File: src/rtl/core/fpa_pkg.sv
package fpa_pkg;

    // number format
    localparam int FRAC_BITS = 8;
    localparam int WORD_W    = 32;
    localparam int PROD_W    = 2 * WORD_W;
    // divider widths: quotient covers |a| * 2^FRAC_BITS plus the rounding half
    localparam int QW        = WORD_W + FRAC_BITS;
    localparam int DW        = WORD_W;

    localparam logic [WORD_W-1:0] WORD_MAX = {1'b0, {(WORD_W-1){1'b1}}};
    localparam logic [WORD_W-1:0] WORD_MIN = {1'b1, {(WORD_W-1){1'b0}}};

    typedef enum logic [3:0] {
        FN_ADD     = 4'd0,
        FN_SUB     = 4'd1,
        FN_MUL     = 4'd2,
        FN_DIV     = 4'd3,
        FN_GT      = 4'd4,
        FN_LT      = 4'd5,
        FN_GE      = 4'd6,
        FN_LE      = 4'd7,
        FN_EQ      = 4'd8,
        FN_NE      = 4'd9,
        FN_MIN     = 4'd10,
        FN_MAX     = 4'd11,
        FN_TOINT   = 4'd12,
        FN_FROMINT = 4'd13,
        FN_INC     = 4'd14,
        FN_DEC     = 4'd15
    } func_t;

    // result and divide bookkeeping that rides along the pipe
    typedef struct packed {
        logic              is_div;
        logic              div_neg;
        logic              div_zero;
        logic [WORD_W-1:0] value;
        logic              flag;
        logic              err;
    } side_t;

    // divider working set: dividend bits shift out as quotient bits shift in
    typedef struct packed {
        logic [QW-1:0] dq;
        logic [DW-1:0] rem;
        logic [DW-1:0] den;
    } div_t;

    typedef struct packed {
        logic [WORD_W-1:0] value;
        logic              err;
    } sat_t;

    // apply sign to a rounded magnitude and saturate to the word range
    function automatic sat_t sat_mag(input logic neg, input logic [PROD_W-1:0] mag);
        sat_t r;
        r.err   = 1'b0;
        r.value = mag[WORD_W-1:0];
        if (!neg) begin
            if (mag > {{(PROD_W-WORD_W){1'b0}}, WORD_MAX}) begin
                r.err   = 1'b1;
                r.value = WORD_MAX;
            end
        end else begin
            if (mag > {{(PROD_W-WORD_W){1'b0}}, WORD_MIN}) begin
                r.err   = 1'b1;
                r.value = WORD_MIN;
            end else begin
                r.value = -mag[WORD_W-1:0];
            end
        end
        return r;
    endfunction

endpackage

File: src/rtl/core/fpa_front.sv
module fpa_front
    import fpa_pkg::*;
(
    input  logic                    aclk,
    input  logic                    aresetn,
    input  logic                    adv,
    input  logic                    in_valid,
    input  logic [3:0]              func,
    input  logic [WORD_W-1:0]       operand_a,
    input  logic [WORD_W-1:0]       operand_b,
    output logic                    out_valid,
    output logic                    out_is_mul,
    output logic [PROD_W-1:0]       out_prod,
    output side_t                   out_side,
    output div_t                    out_div
);

    logic                valid_reg;
    logic                is_mul_reg, is_mul_next;
    logic [PROD_W-1:0]   prod_reg, prod_next;
    side_t               side_reg, side_next;
    div_t                div_reg, div_next;

    logic signed [WORD_W-1:0] sa, sb;
    logic signed [PROD_W-1:0] wa, wb;
    logic [WORD_W:0]     sum, dif;
    logic [WORD_W-1:0]   abs_a, abs_b, tq;
    logic [FRAC_BITS:0]  top_a;
    logic                gt, lt, eq;

    assign sa = operand_a;
    assign sb = operand_b;

    // sign-extended operands so the product is formed at full width
    assign wa = PROD_W'(sa);
    assign wb = PROD_W'(sb);

    // decode and the operations that finish in this stage
    always_comb begin
        sum   = {operand_a[WORD_W-1], operand_a} + {operand_b[WORD_W-1], operand_b};
        dif   = {operand_a[WORD_W-1], operand_a} - {operand_b[WORD_W-1], operand_b};
        abs_a = operand_a[WORD_W-1] ? -operand_a : operand_a;
        abs_b = operand_b[WORD_W-1] ? -operand_b : operand_b;
        tq    = (abs_a + WORD_W'(2 ** (FRAC_BITS - 1))) >> FRAC_BITS;
        top_a = operand_a[WORD_W-1 -: FRAC_BITS+1];
        gt    = sa > sb;
        lt    = sa < sb;
        eq    = operand_a == operand_b;

        prod_next   = wa * wb;
        is_mul_next = 1'b0;

        side_next          = '0;
        side_next.div_neg  = operand_a[WORD_W-1] ^ operand_b[WORD_W-1];
        side_next.div_zero = operand_b == '0;

        div_next.rem = '0;
        div_next.den = abs_b;
        div_next.dq  = (QW'(abs_a) << FRAC_BITS) + QW'(abs_b >> 1);

        case (func_t'(func))
            FN_ADD: begin
                side_next.err   = sum[WORD_W] ^ sum[WORD_W-1];
                side_next.value = side_next.err ? (sum[WORD_W] ? WORD_MIN : WORD_MAX)
                                                : sum[WORD_W-1:0];
            end
            FN_SUB: begin
                side_next.err   = dif[WORD_W] ^ dif[WORD_W-1];
                side_next.value = side_next.err ? (dif[WORD_W] ? WORD_MIN : WORD_MAX)
                                                : dif[WORD_W-1:0];
            end
            FN_MUL:  is_mul_next = 1'b1;
            FN_DIV:  side_next.is_div = 1'b1;
            FN_GT:   side_next.flag = gt;
            FN_LT:   side_next.flag = lt;
            FN_GE:   side_next.flag = !lt;
            FN_LE:   side_next.flag = !gt;
            FN_EQ:   side_next.flag = eq;
            FN_NE:   side_next.flag = !eq;
            FN_MIN:  side_next.value = gt ? operand_b : operand_a;
            FN_MAX:  side_next.value = lt ? operand_b : operand_a;
            FN_TOINT: side_next.value = operand_a[WORD_W-1] ? -tq : tq;
            FN_FROMINT: begin
                side_next.err   = !((&top_a) || !(|top_a));
                side_next.value = side_next.err ? (operand_a[WORD_W-1] ? WORD_MIN : WORD_MAX)
                                                : (operand_a << FRAC_BITS);
            end
            FN_INC: begin
                side_next.err   = operand_a == WORD_MAX;
                side_next.value = side_next.err ? WORD_MAX : operand_a + WORD_W'(1);
            end
            FN_DEC: begin
                side_next.err   = operand_a == WORD_MIN;
                side_next.value = side_next.err ? WORD_MIN : operand_a - WORD_W'(1);
            end
            default: side_next.value = '0;
        endcase
    end

    // stage register
    always_ff @(posedge aclk) begin
        if (!aresetn) begin
            valid_reg <= 1'b0;
        end else if (adv) begin
            valid_reg <= in_valid;
        end
        if (adv) begin
            is_mul_reg <= is_mul_next;
            prod_reg   <= prod_next;
            side_reg   <= side_next;
            div_reg    <= div_next;
        end
    end

    assign out_valid  = valid_reg;
    assign out_is_mul = is_mul_reg;
    assign out_prod   = prod_reg;
    assign out_side   = side_reg;
    assign out_div    = div_reg;

endmodule

File: config.mk
export PLATFORM = sky130hd
export DESIGN_NAME = fpa_front
export DESIGN_NICKNAME = d
export VERILOG_FILES = /design/src/rtl/core/fpa_pkg.sv /design/src/rtl/core/fpa_front.sv
export SDC_FILE = /design/constraint.sdc
export NUM_CORES = 2
export LEC_CHECK = 0
export BUFFER_PORTS_ARGS = -buffer_cell sky130_fd_sc_hd__buf_4
export CAP_MARGIN = 15
export CORE_MARGIN = 2
export CORE_UTILIZATION = 65
export DETAILED_ROUTE_END_ITERATION = 7
export PLACE_DENSITY = 0.89
export SLEW_MARGIN = 20
export SYNTH_ARGS = -nofsm -noshare
export SYNTH_HDL_FRONTEND = slang
export SYNTH_SLANG_ARGS = --single-unit
File: constraint.sdc
create_clock -name aclk -period 17.1 [get_ports aclk]
set_input_delay 3.42 -clock aclk [delete_from_list [all_inputs] [get_ports aclk]]
set_output_delay 3.42 -clock aclk [all_outputs]
set_load 0.05 [all_outputs]
== After elaboration in Yosys (flattened, before gate mapping) ==
Cells that the tools add are included.

* Add/sub/neg operators: 9
* Multiply operators: 1
* $lt $le $gt $ge: 2
* Equality and inequality tests: 18
* Multiplexer cells: 18
* Bitwise operators: 3
* Reductions and logical operators: 10

{| class="wikitable"
|+ Operators by type and width
! cell !! number
|-
| $mux 32 || 13
|-
| $pmux 32 s8 || 1
|-
| $mul 32x32->64 || 1
|-
| $neg 32->32 || 2
|-
| $add 40x31->40 || 1
|-
| $add 32x32->33 || 1
|-
| $sub 32x32->33 || 1
|-
| $add 32x1->32 const B || 1
|-
| $add 32x8->32 const B || 1
|-
| $eq 32x31->1 const B || 1
|-
| $eq 32x32->1 || 1
|-
| $eq 32x32->1 const B || 1
|-
| $eq 4x4->1 const B || 8
|-
| $gt 32x32->1 || 1
|-
| $logic_not 32->1 || 1
|-
| $lt 32x32->1 || 1
|-
| $neg 24->32 || 1
|-
| $sub 32x1->32 const B || 1
|-
| $eq 4x3->1 const B || 4
|-
| $reduce_and 9->1 || 1
|-
| $reduce_or 9->1 || 1
|-
| $eq 4x2->1 const B || 2
|-
| $pmux 1 s6 || 1
|-
| $logic_not 1->1 || 5
|-
| other kinds (6) || 9
|}

* Bits in registers: 175
* Bits of input ports: 72
* Output and inout bits: 207

== Depth between registers and ports, before layout ==
* Word-level depth: 6
* Depth in mapped cells: 36

== Worst setup path after synthesis ==
Ideal clock, no wire load.

* Path kind: input-to-reg
* From: in operand_a[31]
* To: reg prod_reg[62], in the netlist out_prod[62], data pin
* Library setup time: 280 ps
* Arrival: 12814 ps
* Data required time: 16820 ps
* Slack: 4006 ps
* Stages: 34
* Cell sequence: buf_2 -> clkbuf_1 -> clkbuf_1 -> clkbuf_1 -> clkbuf_1 -> clkbuf_1 -> clkbuf_1 -> buf_1 -> nand2_1 -> fa_1 -> fa_1 -> inv_1 -> fa_1 -> fa_1 -> inv_1 -> fa_1 -> inv_1 -> fa_1 -> inv_1 -> fa_1 -> inv_1 -> fa_1 -> ha_1 -> clkbuf_1 -> a21o_1 -> a21o_1 -> a21oi_1 -> o21bai_1 -> a21o_1 -> nand2_1 -> o21ai_0 -> or4_1 -> nand2_1 -> o311ai_0

* Cells in the longest elaborated chain, start to end: 1

{| class="wikitable"
|+ Ends and longest elaborated chain
! item !! line !! RTL
|-
| start, declared || fpa_front.sv:9 || <nowiki>input logic [WORD_W-1:0] operand_a,</nowiki>
|-
| $mul 32x32->64 || fpa_front.sv:50 || <nowiki>prod_next = wa * wb;</nowiki>
|-
| via prod_next[62] || fpa_front.sv:20 || <nowiki>logic [PROD_W-1:0] prod_reg, prod_next;</nowiki>
|-
| end signal, assigned || fpa_front.sv:109 || <nowiki>prod_reg <= prod_next;</nowiki>
|-
| end, declared || fpa_front.sv:20 ||
|}

The timed path passes the listed nets, and every way through them passes these cells.
A chain may end at the register's enable or synchronous reset.

== Worst setup path after layout ==
* From: in operand_a[7]
* To: reg prod_reg[62], in the netlist out_prod[62], data pin

The elaborated chain is that of the path after synthesis.

==> impl_metrics.yaml <==
run_status:
  status: "finished, violations left"
  violations: "design-rule violations"
synth:
  synth_largest_area_cell: "fa_1"
  ys_top_cells_by_count: "fa_1 (1085), inv_1 (1072), nand2_1 (649), nor2_1 (377), and2_1 (323)"
  yosysWarnings: 0
  synth.avg_cell_area_um2: 8.97
  synthMostInstantiatedCell: "fa_1"
  synth-edff-count: 166
  synth_seq_cells: 167
  synth_cell_types: 104
  yosysSeqAreaShare: 0.0960
  synth-main-ff-cell: "edfxtp_1"
  syn-cell-area_mm2: 0.0521
  synthTopCellsByArea: "fa_1 (42%), edfxtp_1 (9.6%), inv_1 (7.7%)"
  yosysTopAreaCellShare: 0.417
  async_flop_share: 0
  syn_inst: 5810
routing:
  routed_wl_mm: 167
  routed_via_density: 6.42
  drt_iter0_drc: 5398
  drc: 4
  vias: 43800
  antenna_left: 0
  first_pass_iters: 8
  wl_per_cell_um: 24.4
setup_path:
  endpoint: "out_prod[62]"
  rr_startpoint: "out_valid"
  path_delay_family: "adder cells"
  crit_fanout: 39
  rr_endpoint: "out_valid"
  crit_top_cell: "fa_1"
  cp.depth: 26
  crit_required_ps: 17360
  path_class: "in -> reg"
  cpPeakStageDelay_ps: 980
  ff2ff_setup_slack_ps: 16490
  cp-start-kind: "input pin"
  crit_path_top_delay_cell: "clkinv_1"
  cp.arrival_ps: 13430
  crit_buf_inv: 4
  worstSetupStartpoint: "operand_a[7]"
  r2r.worst_path.cells: 2
  worst_setup_path_end_kind: "register"
global_routing:
  grt_overflow: 0
  grt_pass1_wl_mm: 260
  antenna_found_initial: 3
  track_usage: 0.415
  grt_pass1_vias: 46600
  grt_max_degree: 92
floorplan:
  die_w_um: 287
  start_util: 0.659
  dieArea_mm2: 0.0825
  ios: 279
  core_area_mm2: 0.0791
  die_h_um: 287
  row_count: 103
clock_tree:
  hold_buffers: 0
  cts_buffers: 17
  cts_tree: "yes"
  cts_root_buffer: "clkbuf_16"
  clk_latency_ps: 520
  cts_sinks: 167
  clock_path_buffers: 2
  post_cts_buffers: 0
  h-tree-depth: 4
  cts.repair.resized: 0
  clk_pin_slew_ps: 80
sta:
  max_slew_margin: 0.147
  slew_viol_final: 0
  setup_viol: 0
  hold_viol: 0
  timing.final.ws_setup_ps: 3930
  rsz0062_at_grt: "no"
  layout_min_cycle_time_ps: 13170
  clock.fmax_ghz: 0.0759
  skew_ps: 0
  tightest_slew_ps: 1280
  fin_setup_tns_ps: 0
  post-route-period-util: 0.770
finish:
  fin_nets: 7191
  synthToLayoutAreaGrowth_pct: 4.89
  drive_gt1_frac: 0.0662
flow_run:
  maxCapViolCount: 0
placed_design:
  numPortBuffers: 246
  dp_hpwl_mm: 126
  place_congestion: 1.01
  place_ws_ps: 3860
hold_path:
  worstHoldPathCells: 2
  min-delay-path-class: "reg -> reg"
-- routing by layer --
layer	up-vias	wire, um	global-route usage
li1	17900	-	-
met1	21400	54900	0.503
met2	3493	75100	0.640
met3	998	23100	0.133
met4	0	13600	0.276
met5	-	0	0
-- worst min-delay path by stage --
stage,start,to
after detailed placement,out_valid,out_valid
after global routing,out_valid,out_valid
after global placement,out_valid,out_valid
final,out_valid,out_valid
after CTS,out_valid,out_valid
after floorplan,out_valid,out_valid
-- area by class of cell --
type | count | area, um^2
antenna | 5 | 12.5
clock buffer | 20 | 447
clock inverter | 12 | 161
fill | 5679 | 24500
inverter | 1094 | 4110
multi-input combinational | 4194 | 41500
sequential | 167 | 5000
tap | 1050 | 1310
timing repair buffer | 283 | 2140
-- stage by stage --
step / instances / hold slack [ps] / instance area (um^2) / util
3_5_place_dp: 6788 / 528 / 54000 / 0.683
2_1_floorplan: 5841 / 743 / 52200 / -
5_1_grt: 6820 / 591 / 54600 / 0.691
6_report: 6825 / 549 / 54700 / 0.691
3_3_place_gp: 6787 / 515 / 54000 / 0.683
4_1_cts: 6820 / 558 / 54600 / 0.691
-- worst min-delay path: cells and delay by family, from the launching register on --
kind / cells / cell delay, ps
DFF: 1 / 320
muxes: 1 / 130
and+or+nand+nor: 1 / 60
-- placed cells by master (no fill, tap or decap), types with 35 or more instances in the layout --
cell	netlist	routed
nand2_1	649	649
nand2b_1	41	41
inv_1	1072	1072
o21ai_0	153	152
nor3_1	75	75
nand3_1	70	70
nand4_1	35	35
xnor2_1	196	196
nor2_1	377	377
mux2i_1	59	59
a21o_1	50	50
edfxtp_1	166	166
fa_1	1085	1085
a21oi_1	186	186
ha_1	277	277
buf_4	41	281
xor2_1	74	73
and2_1	323	323
or3_1	39	39
-- sequential cells by signal, summed over array words and instances, names as in the netlist --
| name | count |
|---|---|
| out_valid | 1 |
| out_prod | 64 |
| out_is_mul | 1 |
| out_div | 64 |
| out_side | 37 |
-- logic make-up after synthesis --
kind of cell	Yosys count	share of synthesized area
and+or+nand+nor	1755	0.162
buffers and inverters	1480	0.110
adders and majority gates	1363	0.484
AOI/OAI and AO/OA	707	0.0893
xor gates and xnor gates	273	0.0463
DFF	167	0.0960
muxes	64	0.0124
other	1	0.0000720
Power is not shown: default switching activity piles up to over one toggle a cycle in this logic, so the estimate is an artifact.
