[src/rtl/core/fpa_pkg.sv]
package fpa_pkg;

    // number format
    localparam int FRAC_BITS = 8;
    localparam int WORD_W    = 32;
    localparam int PROD_W    = 2 * WORD_W;
    // divider widths: quotient covers |a| * 2^FRAC_BITS plus the rounding half
    localparam int QW        = WORD_W + FRAC_BITS;
    localparam int DW        = WORD_W;

    localparam logic [WORD_W-1:0] WORD_MAX = {1'b0, {(WORD_W-1){1'b1}}};
    localparam logic [WORD_W-1:0] WORD_MIN = {1'b1, {(WORD_W-1){1'b0}}};

    typedef enum logic [3:0] {
        FN_ADD     = 4'd0,
        FN_SUB     = 4'd1,
        FN_MUL     = 4'd2,
        FN_DIV     = 4'd3,
        FN_GT      = 4'd4,
        FN_LT      = 4'd5,
        FN_GE      = 4'd6,
        FN_LE      = 4'd7,
        FN_EQ      = 4'd8,
        FN_NE      = 4'd9,
        FN_MIN     = 4'd10,
        FN_MAX     = 4'd11,
        FN_TOINT   = 4'd12,
        FN_FROMINT = 4'd13,
        FN_INC     = 4'd14,
        FN_DEC     = 4'd15
    } func_t;

    // result and divide bookkeeping that rides along the pipe
    typedef struct packed {
        logic              is_div;
        logic              div_neg;
        logic              div_zero;
        logic [WORD_W-1:0] value;
        logic              flag;
        logic              err;
    } side_t;

    // divider working set: dividend bits shift out as quotient bits shift in
    typedef struct packed {
        logic [QW-1:0] dq;
        logic [DW-1:0] rem;
        logic [DW-1:0] den;
    } div_t;

    typedef struct packed {
        logic [WORD_W-1:0] value;
        logic              err;
    } sat_t;

    // apply sign to a rounded magnitude and saturate to the word range
    function automatic sat_t sat_mag(input logic neg, input logic [PROD_W-1:0] mag);
        sat_t r;
        r.err   = 1'b0;
        r.value = mag[WORD_W-1:0];
        if (!neg) begin
            if (mag > {{(PROD_W-WORD_W){1'b0}}, WORD_MAX}) begin
                r.err   = 1'b1;
                r.value = WORD_MAX;
            end
        end else begin
            if (mag > {{(PROD_W-WORD_W){1'b0}}, WORD_MIN}) begin
                r.err   = 1'b1;
                r.value = WORD_MIN;
            end else begin
                r.value = -mag[WORD_W-1:0];
            end
        end
        return r;
    endfunction

endpackage

[src/rtl/core/fpa_div_stage.sv]
module fpa_div_stage
    import fpa_pkg::*;
(
    input  logic    aclk,
    input  logic    aresetn,
    input  logic    adv,
    input  logic    in_valid,
    input  side_t   in_side,
    input  div_t    in_div,
    output logic    out_valid,
    output side_t   out_side,
    output div_t    out_div
);

    logic          valid_reg;
    side_t         side_reg;
    div_t          div_reg, div_next;
    logic [DW:0]   shifted;
    logic          ge;

    // one restoring step: bring down a dividend bit, subtract if it fits
    always_comb begin
        shifted      = {in_div.rem, in_div.dq[QW-1]};
        ge           = shifted >= {1'b0, in_div.den};
        div_next.den = in_div.den;
        div_next.rem = ge ? DW'(shifted - {1'b0, in_div.den}) : shifted[DW-1:0];
        div_next.dq  = {in_div.dq[QW-2:0], ge};
    end

    always_ff @(posedge aclk) begin
        if (!aresetn) begin
            valid_reg <= 1'b0;
        end else if (adv) begin
            valid_reg <= in_valid;
        end
        if (adv) begin
            side_reg <= in_side;
            div_reg  <= div_next;
        end
    end

    assign out_valid = valid_reg;
    assign out_side  = side_reg;
    assign out_div   = div_reg;

endmodule

[config.mk]
export PLATFORM = sky130hd
export DESIGN_NAME = fpa_div_stage
export DESIGN_NICKNAME = d
export VERILOG_FILES = /design/src/rtl/core/fpa_pkg.sv /design/src/rtl/core/fpa_div_stage.sv
export SDC_FILE = /design/constraint.sdc
export NUM_CORES = 1
export LEC_CHECK = 0
export BUFFER_PORTS_ARGS = -buffer_cell sky130_fd_sc_hd__buf_4
export CORE_UTILIZATION = 51
export CTS_CLUSTER_SIZE = 16
export DETAILED_ROUTE_END_ITERATION = 10
export PLACE_DENSITY = 0.89
export SYNTH_ARGS = -nofsm -noshare
export SYNTH_HDL_FRONTEND = slang
export SYNTH_SLANG_ARGS = --single-unit
[constraint.sdc]
create_clock -name aclk -period 5.6 [get_ports aclk]
set_input_delay 0.28 -clock aclk [delete_from_list [all_inputs] [get_ports aclk]]
set_output_delay 0.28 -clock aclk [all_outputs]
set_load 0.01 [all_outputs]
# [Word level (Yosys, flattened, before mapping)]
# Index checks and enable logic that the tools add are counted.
# Widths: inputs -> output; s select.
[op_classes] add_sub_neg=1 n_mul=0 n_div=0 magnitude_cmp=1 n_eq_ne=0 shifts=0 n_mux=1 bitwise=0 reduce_logical=0
[ops] op="$ge 33x32->1" n=1
[ops] op="$mux 32" n=1
[ops] op="$sub 32x32->32" n=1
[totals] register_bits=142 latch_bits=0 mem_bits_rw=0 romBits=0 input_bits=145 out_inout_bits=142 elab_cells=13 mem_count=0

# [Longest topological paths before layout]
# Gate-level depths: netlist (run 1).
[logic_depth] depth_word=2 depth_mapped=13 depth_no_buf=12

# [Worst setup path after synthesis (run 1)]
# No wires, ideal clock.
[synth_timing] path_kind="input to register" startpoint="in in_div[7] (netlist bit)" endpoint="reg div_reg (netlist bit out_div[45]), data pin" setup_ns=0.262 t_arrival_ns=2.793 required_ns=5.338 slack_ns=2.545 path_stages=12 n_path_buf=2 path_cell_list="inv_1 ha_1 buf_2 nand4_1 or4_1 a21oi_1 nor3_1 a211oi_2 o21ai_2 o31ai_4 buf_4 mux2_1"
[synth_rtl] element="start, declared" line="fpa_div_stage.sv:9" rtl="input div_t in_div,"
[synth_rtl] element="end signal, assigned" line="fpa_div_stage.sv:38" rtl="div_reg <= div_next;"
[synth_rtl] element="end, declared" line="fpa_div_stage.sv:17" rtl="div_t div_reg, div_next;"

==> impl_results.md, run 1 <==
* Most frequent cells in the layout: buf_4, edfxtp_1, a21oi_1, inv_1, nor2_1
* Initial Utilization at between 50 and 60%
* Via/cell ratio at 5.57
* Total track usage at 30.0%
* Drt first-iter violations at 535
* Max-slew headroom at between 20 and 30%
* Crit Path Class: input pin to flop
* Setup total negative slack at 0 ns
* CTS buffer count at 17
* Final GP Congestion at roughly 0.90
* Filler cell count at 777
* Hold Path Class: input pin to flop
* Final Max Slew Viols at 0
* Async SR Flop Fraction at 0%
* Final WL at 20,000 um
* Port bufs at 286
* Die ar. at 0.0132 mm^2
* P&R area growth vs syn at 44.6%
* ANT nets after route at 0
* Count of warnings emitted by yosys at 0
* Critical Path AT at 3.40 ns
* Gr ovfl total at 0
* Critical Path Source: in_div[0]
* Status: finished clean
* Worst path required time at 5.77 ns
* Cts repair resizes at 0
* R2R Path End: out_valid
* Post-CTS Setup Inserts at 0
* Hold Buf Count CTS at 0
* Setup crit end kind: flop
* Final Skew at 0 ns
* HPWL Detailed at 14,700 um
* Wire length on met1 at 7190 um
* Mapped Nets at 665
* Placed Area at between 0.008 and 0.009 mm^2
* Pwr Total at just over 3000 uW
* Longest Clk Path Bufs at 2
* Antenna cells at 0
* CTS tree: built
* Final #Nets at 956
* Metal2 WL at 10,400 um
* Mean Syn Cell Area at approximately 13 um^2
* Root Driver: clkbuf_16
* Num ports at around 290
* Crit path capture: out_div[62]
* Synth cell types at 48
* Met3 routed WL at 1700 um
* DRC at 0
* R2R depth at 2
* #FFs+latches synth at 142
* FF-to-FF setup slack at 5.01 ns
* Mapped Area at 0.00648 mm^2
* Cells after synthesis at 487
* Htree depth at 4
* Worst skew pair latency at approximately 0.42 ns
* Die Width at 115 um
* Power Dens Cells at about 330 mW/mm^2
* Initial antenna violation count at 0
* Critical Path Source Type: input pin
* Ys flop type: edfxtp_1
* Uppermost layer routed: met4
* RSZ-0062 raised after global routing: false
* TritonCTS Sinks at about 140
* Crit path time final at 3.23 ns
* Rows at 40
* Vias in the first global route at 5,299
* RR Startpoint: out_valid
* Most common cell after layout, fill and taps aside: buf_4
* Fmax at about 0.31 GHz
* Via Count at 5,335
* Design area at 0.00937 mm^2
* Clock Pin Slew Worst Setup and Hold Paths at 0.06 ns
* Hold Fails Final Rpt at 0
* Max FO, Critical Path at 4
* Crit share post-route at between 50 and 60%
* Post-DR wirelength/cell at 20.8 um
* Leak at 0.00412 uW
* First-pass GRT wire length at between 20,000 and 30,000 um
* Largest net degree at the start of global routing at 88
* Post-synth EDFFs at 141
* Core ar. at 0.0122 mm^2
* Share of cells above drive strength 1 at 41.8%
* Max-cap violation count at 0
* Worst Max-Slew Pin Slew at 1.08 ns
* VDD IR max at 0.208 mV
* Die height at between 100 and 150 um
* Register area share after synthesis at 65.7%
* Finish-stage setup viols at 0
* Pre-antenna DRT Iters at 5
layout make-up:
| cell class | count | area (um^2) | area share, % |
|---|---|---|---|
| flip-flops and latches | 142 | 4250 | 45.4 |
| repair buffers | 289 | 2170 | 23.2 |
| multi-input cells | 290 | 1990 | 21.3 |
| clock buffers | 17 | 425 | 4.54 |
| well taps | 168 | 210 | 2.24 |
| clock inverters | 14 | 166 | 1.78 |
| inverters | 38 | 143 | 1.52 |
cells in the mapped netlist, types with 6 or more instances:
cell	n	area [um^2]
xor2_1	11	96.3
a21o_1	12	90.1
edfxtp_1	141	4230
ha_1	32	400
o21a_1	6	45.0
nand3_1	8	40.0
xnor2_1	16	140
o21ai_0	16	80.1
mux2_2	6	67.6
a21oi_1	54	270
inv_1	38	143
nand2_1	27	101
nor2_1	36	135
buf_2	8	40.0
nand4_1	7	43.8
through the flow:
stage / worst slack, ns / util [%] / hold WS (ns) / instances
2_1_floorplan: 2.54 / - / 0.379 / 487
3_3_place_gp: 2.25 / 71.9 / 0.459 / 927
3_5_place_dp: 1.99 / 71.9 / 0.459 / 927
4_1_cts: 2.42 / 76.7 / 0.0255 / 958
5_1_grt: 2.29 / 76.7 / 0.0209 / 958
6_report: 2.37 / 76.7 / 0.0347 / 958
flip-flops by register name, summed over array words and instances, names as in the netlist:
signal,count
out_valid,1
out_div,104
out_side,37
critical path: stages:
cell and delay, ns:
buf_4 0.11, ha_1 0.24, fa_1 0.41, nand2b_1 0.19, a21oi_1 0.17, o21ai_0 0.22
o311a_1 0.39, a31oi_1 0.32, a21oi_1 0.21, o41ai_1 0.39, xor2_1 0.12, mux2_1 0.33
how the worst min path moves through the flow:
stage               start           to  slack [ns]  depth (start not counted)
3_3_place_gp   in_div[79]  out_div[80]        0.46                          1
3_5_place_dp   in_div[92]  out_div[93]        0.46                          1
4_1_cts        in_div[73]  out_div[74]        0.03                          1
5_1_grt        in_div[81]  out_div[82]        0.02                          1
2_1_floorplan   in_div[0]   out_div[0]        0.38                          0
6_report       in_div[73]  out_div[74]        0.03                          1
power by group:
part	total [uW]	leakage, uW	internal, uW	switching (uW)
Clock	1150	0.000283	697	449
Combinational	613	0.00244	298	315
Sequential	1330	0.00139	1300	33.9
Total	3090	0.00412	2290	798
logic make-up (layout without fill, tap and decap cells):
logic type / Yosys count / in the layout / share of synthesized area [%]
buffers and inverters: 55 / 358 / 3.53
xor gates and xnor gates: 27 / 27 / 3.65
adders and majority gates: 33 / 33 / 6.49
DFF: 142 / 142 / 65.7
muxes: 13 / 13 / 2.20
and+or+nand+nor: 99 / 99 / 7.09
AOI/OAI and AO/OA: 118 / 118 / 11.4
routing by layer:
metal  track usage (%)  vias to the layer above
li1                  -                     2389
met1              33.1                     2594
met2              53.1                      298
met3              9.32                       54
met4              14.1                        0
met5                 0                        -
No activity file was read; power rests on OpenSTA's default activity.
==> run 2, diff against run 1 <==
CORE_UTILIZATION = 48   (was 51)
PLACE_DENSITY = 0.85   (was 0.89)
clock period = 3.3 ns   (was 5.6 ns; I/O delays follow)
==> impl_results.md, run 2 (same netlist as run 1, synthesis figures left out) <==
* Worst Max-Slew Pin Slew at 0.656 ns
* Gr ovfl total at 0
* Crit-path max cell delay at 0.55 ns
* Hold path cells at 3
* DRC at 0
* Die ar. at 0.0140 mm^2
* Design area at 0.0107 mm^2
* HPWL Detailed at approximately 15,000 um
* Place WS at between 0.1 and 0.15 ns
* Pre-antenna DRT Iters at 6
* Hold path endpoint: out_valid
* Core ar. at 0.0132 mm^2
* Final #Nets at 1,081
* Hold Fails Final Rpt at 0
* Critical Path Source Type: input pin
* Hold Path Class: input pin to flop
* ANT nets after route at 0
* Status: finished clean
* CTS buffer count at 17
* Initial antenna violation count at 1
* R2R depth at 2
* Critical Path AT at between 3 and 4 ns
* Vias in the first global route at 6,344
* Largest net degree at the start of global routing at 68
* Crit path time final at 3.23 ns
* Longest Clk Path Bufs at 2
* Post-DR wirelength/cell at between 20 and 25 um
* Via/cell ratio at 5.67
* Final Skew at 0 ns
* Filler cell count at between 600 and 700
* Clock Pin Slew Worst Setup and Hold Paths at 0.07 ns
* Crit share post-route at 97.8%
* FF-to-FF setup slack at 2.70 ns
* CP max-delay cell: dlygate4sd3_1
* Most common cell after layout, fill and taps aside: buf_4
* Min-Delay Startpoint: in_valid
* Setup crit end kind: flop
* P&R area growth vs syn at 64.4%
* CP most frequent cell: a21oi_1
* Power Dens Cells at between 500 and 600 mW/mm^2
* Port bufs at 286
* Rows at 42
* Pwr Total at between 5000 and 6000 uW
* Die height at 118 um
* VDD IR max at around 0.29 mV
* Drt first-iter violations at 763
* Total track usage at 37.3%
* Leak at 0.00465 uW
* Final Max Slew Viols at 0
* Die Width at between 100 and 150 um
* RR Startpoint: out_valid
* Fmax at 0.310 GHz
* First-pass GRT wire length at 38,100 um
* Worst skew pair latency at 0.43 ns
* Max-cap violation count at 0
* Final GP Congestion at between 0.8 and 0.9
* R2R Path End: out_valid
* Htree depth at 4
* Setup slack after layout at 0.0740 ns
* Finish-stage setup viols at 0
* Max reg flops at 104
* Placed Area at just under 0.009 mm^2
* CTS tree: built
* Num ports at about 290
* Root Driver: clkbuf_16
* Final WL at 26,200 um
* Worst path required time at around 3.5 ns
* Crit Path Class: input pin to flop
* Max FO, Critical Path at 3
* TritonCTS Sinks at 142
* Via Count at roughly 6,200
* Max-slew headroom at between 50% and 60%
* Share of cells above drive strength 1 at 38.5%
* Most frequent cells in the layout: buf_4, edfxtp_1, dlygate4sd3_1, a21oi_1, inv_1
* Initial Utilization at 49.1%
* Critical path cell sequence: dlygate4sd3_1 -> buf_4 -> fa_1 -> nand2b_1 -> a21oi_1 -> o21ai_0 -> o311a_1 -> a31oi_2 -> a21oi_1 -> o41ai_2 -> xor2_1 -> mux2_1
## run 2: changes by cell type in the layout (fill, tap and decap cells not counted), sizes merged
| cell | delta |
|---|---|
| buf | +15 |
| bufinv | -1 |
| clkbuf | +1 |
| clkinv | -1 |
| clkinvlp | +1 |
| diode | +1 |
| dlygate4sd3 | +109 |
| inv | +2 |
## run 2: critical path: cells and delay by family
kind | cells | cell delay [ns]
muxes | 1 | 0.30
xor gates and xnor gates | 1 | 0.10
adders and majority gates | 1 | 0.46
and+or+nand+nor | 1 | 0.20
AOI/OAI and AO/OA | 6 | 1.46
buffers and inverters | 2 | 0.71
## run 2: report_power, final
| part | switching (uW) | internal [uW] |
|---|---|---|
| sequential | 77.8 | 2200 |
| combinational | 630 | 623 |
| clock | 840 | 1120 |
## run 2: repair_timing
action,CTS,global route
endpoints found under the hold margin,109,0
buffers inserted,0,1
hold buffers,109,0
resized for setup,0,10
setup endpoints to repair,0,21
## run 2: how the worst max path moves through the flow
| stage | start | to | slack (ns) | depth (start not counted) |
|---|---|---|---|---|
| global route | in_div[1] | out_div[62] | -0.03 | 12 |
| detailed placement | in_div[0] | out_div[62] | 0.11 | 12 |
| floorplan | in_div[7] | out_div[45] | 0.36 | 12 |
| finish | in_div[1] | out_div[62] | 0.07 | 12 |
| CTS | in_div[6] | out_div[56] | 0.06 | 15 |
| global placement | in_div[0] | out_div[62] | 0.19 | 12 |
## run 2: per-stage QoR
step / utilization (%) / std cells / TNS (ns) / hold slack, ns
2_1_floorplan: - / 487 / 0 / 0.264
3_3_place_gp: 67.5 / 949 / 0 / 0.343
3_5_place_dp: 67.5 / 949 / 0 / 0.344
4_1_cts: 80.2 / 1090 / 0 / 0.00430
5_1_grt: 80.8 / 1093 / -0.0518 / 0.0208
6_report: 80.8 / 1093 / 0 / 0.00187
## run 2: area by class of cell
type / instances / area [um^2] / share of cell area, %
tap: 176 / 220 / 2.07
clock inverter: 15 / 161 / 1.52
multi-input combinational: 290 / 2020 / 19.0
sequential: 142 / 4250 / 39.9
timing repair buffer: 414 / 3420 / 32.1
clock buffer: 17 / 425 / 3.99
antenna: 1 / 2.50 / 0.0235
inverter: 38 / 143 / 1.34
## run 2: metal layers
metal / vias up / share of wire (%) / global-route usage [%]
met2: 508 / 49 / 62.9
met4: 0 / 6.2 / 22.6
met3: 121 / 9.8 / 10.2
met1: 2914 / 35 / 42.2
met5: - / 0 / 0
li1: 2651 / - / -
==> run 3, diff against run 2 <==
clock period = 3.17 ns   (was 3.3 ns; I/O delays follow)
==> impl_results.md, run 3 (same netlist as run 1, synthesis figures left out) <==
* Status: finished with violations
* Failing checks: setup timing
* Worst path required time at 3.34 ns
* Vias in the first global route at 6,218
* Worst Max-Slew Pin Slew at between 0.5 and 0.6 ns
* Worst skew pair latency at 0.42 ns
* HPWL Detailed at 14,700 um
* Final #Nets at 1,097
* Port bufs at about 290
* Pre-antenna DRT Iters at 5
* P&R area growth vs syn at 66.8%
* Post-DR wirelength/cell at about 23 um
* Num ports at 287
* Clk pwr share at 35.6%
* Hold slack at 0.0237 ns
* Setup total negative slack at -0.0227 ns
* Share of cells above drive strength 1 at between 30% and 40%
* Max-cap violation count at 0
* Crit path time final at around 3.2 ns
* Die height at 118 um
* Hold Path Class: input pin to flop
* Htree depth at 4
* Crit-path max cell delay at 0.56 ns
* Clock Pin Slew Worst Setup and Hold Paths at 0.06 ns
* Crit share post-route at 101%
* Final GP Congestion at 0.858
* Finish-stage setup viols at 3
* Leak at approximately 0.0047 uW
* Setup slack after layout at -0.0197 ns
* Core ar. at 0.0132 mm^2
* DRC at 0
* Via/cell ratio at 5.62
* TritonCTS Sinks at around 140
* CP max-delay cell: dlygate4sd3_1
* Hold Fails Final Rpt at 0
* Filler cell count at 655
* Max FO, Critical Path at 7
* Max reg flops at ~100
* Power Dens Cells at 531 mW/mm^2
* Combinational cell fraction of total power at 23.1%
* Final Max Slew Viols at 0
* Longest Clk Path Bufs at 2
* Critical Path Source Type: input pin
* Critical Path AT at ~3.4 ns
* CTS tree: built
* Sw Share at 28.0%
* Sequential Power Share at 41.2%
* Die Width at approximately 120 um
* Most common cell after layout, fill and taps aside: buf_4
* Initial antenna violation count at 2
* Largest net degree at the start of global routing at 72
* Gr ovfl total at 0
* ANT nets after route at 0
* Initial Utilization at between 40% and 50%
* Root Driver: clkbuf_16
* Fin util at 81.9%
* Total track usage at 36.3%
* P_int at 4140 uW
* Setup crit end kind: flop
* Drt first-iter violations at 733
* VDD IR max at 0.429 mV
* First-pass GRT wire length at 37,200 um
* Most frequent cells in the layout: buf_4, edfxtp_1, dlygate4sd3_1, a21oi_1, inv_1
* Final Skew at 0 ns
* Crit Path Class: input pin to flop
* Via Count at 6,246
* Rows at 42
* Die ar. at about 0.014 mm^2
* Fmax at 0.314 GHz
* P_sw at ~1600 uW
* Place WS at around 0.045 ns
* Final WL at 25,600 um
* CTS buffer count at 17
* Max-slew headroom at 65.9%
* Critical path cell sequence: dlygate4sd3_1 -> buf_4 -> inv_1 -> ha_1 -> nand4_1 -> or4_1 -> a21oi_2 -> nor3_1 -> a211oi_2 -> o21ai_2 -> o31ai_4 -> buf_6 -> buf_12 -> mux2_2
==> run 3: changes by cell type in the layout (fill, tap and decap cells not counted), moves of 2 or more <==
cell	change
o21ai_0	-2
buf_6	+2
ha_2	-3
clkinv_4	-2
ha_1	+3
buf_4	+12
o21ai_1	+2
diode_2	+2
clkinv_1	-2
==> run 3: critical path: cells and delay by family <==
family                   cells  cell delay (ns)
multiplexers                 1             0.36
buffers and inverters        5             1.07
AO/OA/AOI/OAI                4             0.72
adder cells (fa/ha/maj)      1             0.32
AND/OR/NAND/NOR              3             0.73
==> run 3: what timing repair did <==
item	in CTS	in global routing
hold buffers	109	0
setup buffers	0	8
resized for setup	0	12
setup endpoints to repair	0	19
endpoints found under the hold margin	109	0
==> run 3: per-layer routing <==
metal	share of wire, %	vias up	track usage, %
li1	-	2687	-
met1	36	2937	41.5
met2	48	480	61.2
met3	9.3	142	10.1
met4	7.1	0	20.8
met5	0	-	0
==> run 3: final cells by class <==
cell class / count / area [um^2] / share of cell area (%)
antenna: 3 / 7.51 / 0.0695
clock buffer: 18 / 429 / 3.97
clock inverter: 14 / 158 / 1.46
inverter: 38 / 143 / 1.32
multi-input combinational: 290 / 2020 / 18.7
sequential: 142 / 4250 / 39.4
tap: 176 / 220 / 2.04
timing repair buffer: 430 / 3580 / 33.1
==> run 3: stage by stage <==
stage / total power (uW) / cells / area [um^2]
after floorplan: 2870 / 487 / 6480
after global placement: 3460 / 957 / 8970
after detailed placement: 3490 / 957 / 8970
after CTS: 5570 / 1098 / 10700
after global routing: 5880 / 1110 / 10800
final: 5740 / 1111 / 10800
==> run 3: power groups by stage <==
stage	sequential, uW	combinational (uW)	clock [uW]
after global routing	2380	1390	2110
after global placement	2370	1090	0
final	2370	1330	2050
after detailed placement	2380	1110	0
after floorplan	2470	395	0
after CTS	2350	1230	2000
==> run 3: final timing paths <==
| check | start | end | slack, ns | cells past startpoint |
|---|---|---|---|---|
| worst max register to register | out_valid | out_valid | 2.57 | 2 |
| worst max-delay path | in_div[18] | out_div[55] | -0.02 | 14 |
| worst min-delay path | in_valid | out_valid | 0.02 | 3 |
| worst min register to register | out_valid | out_valid | 0.54 | 2 |
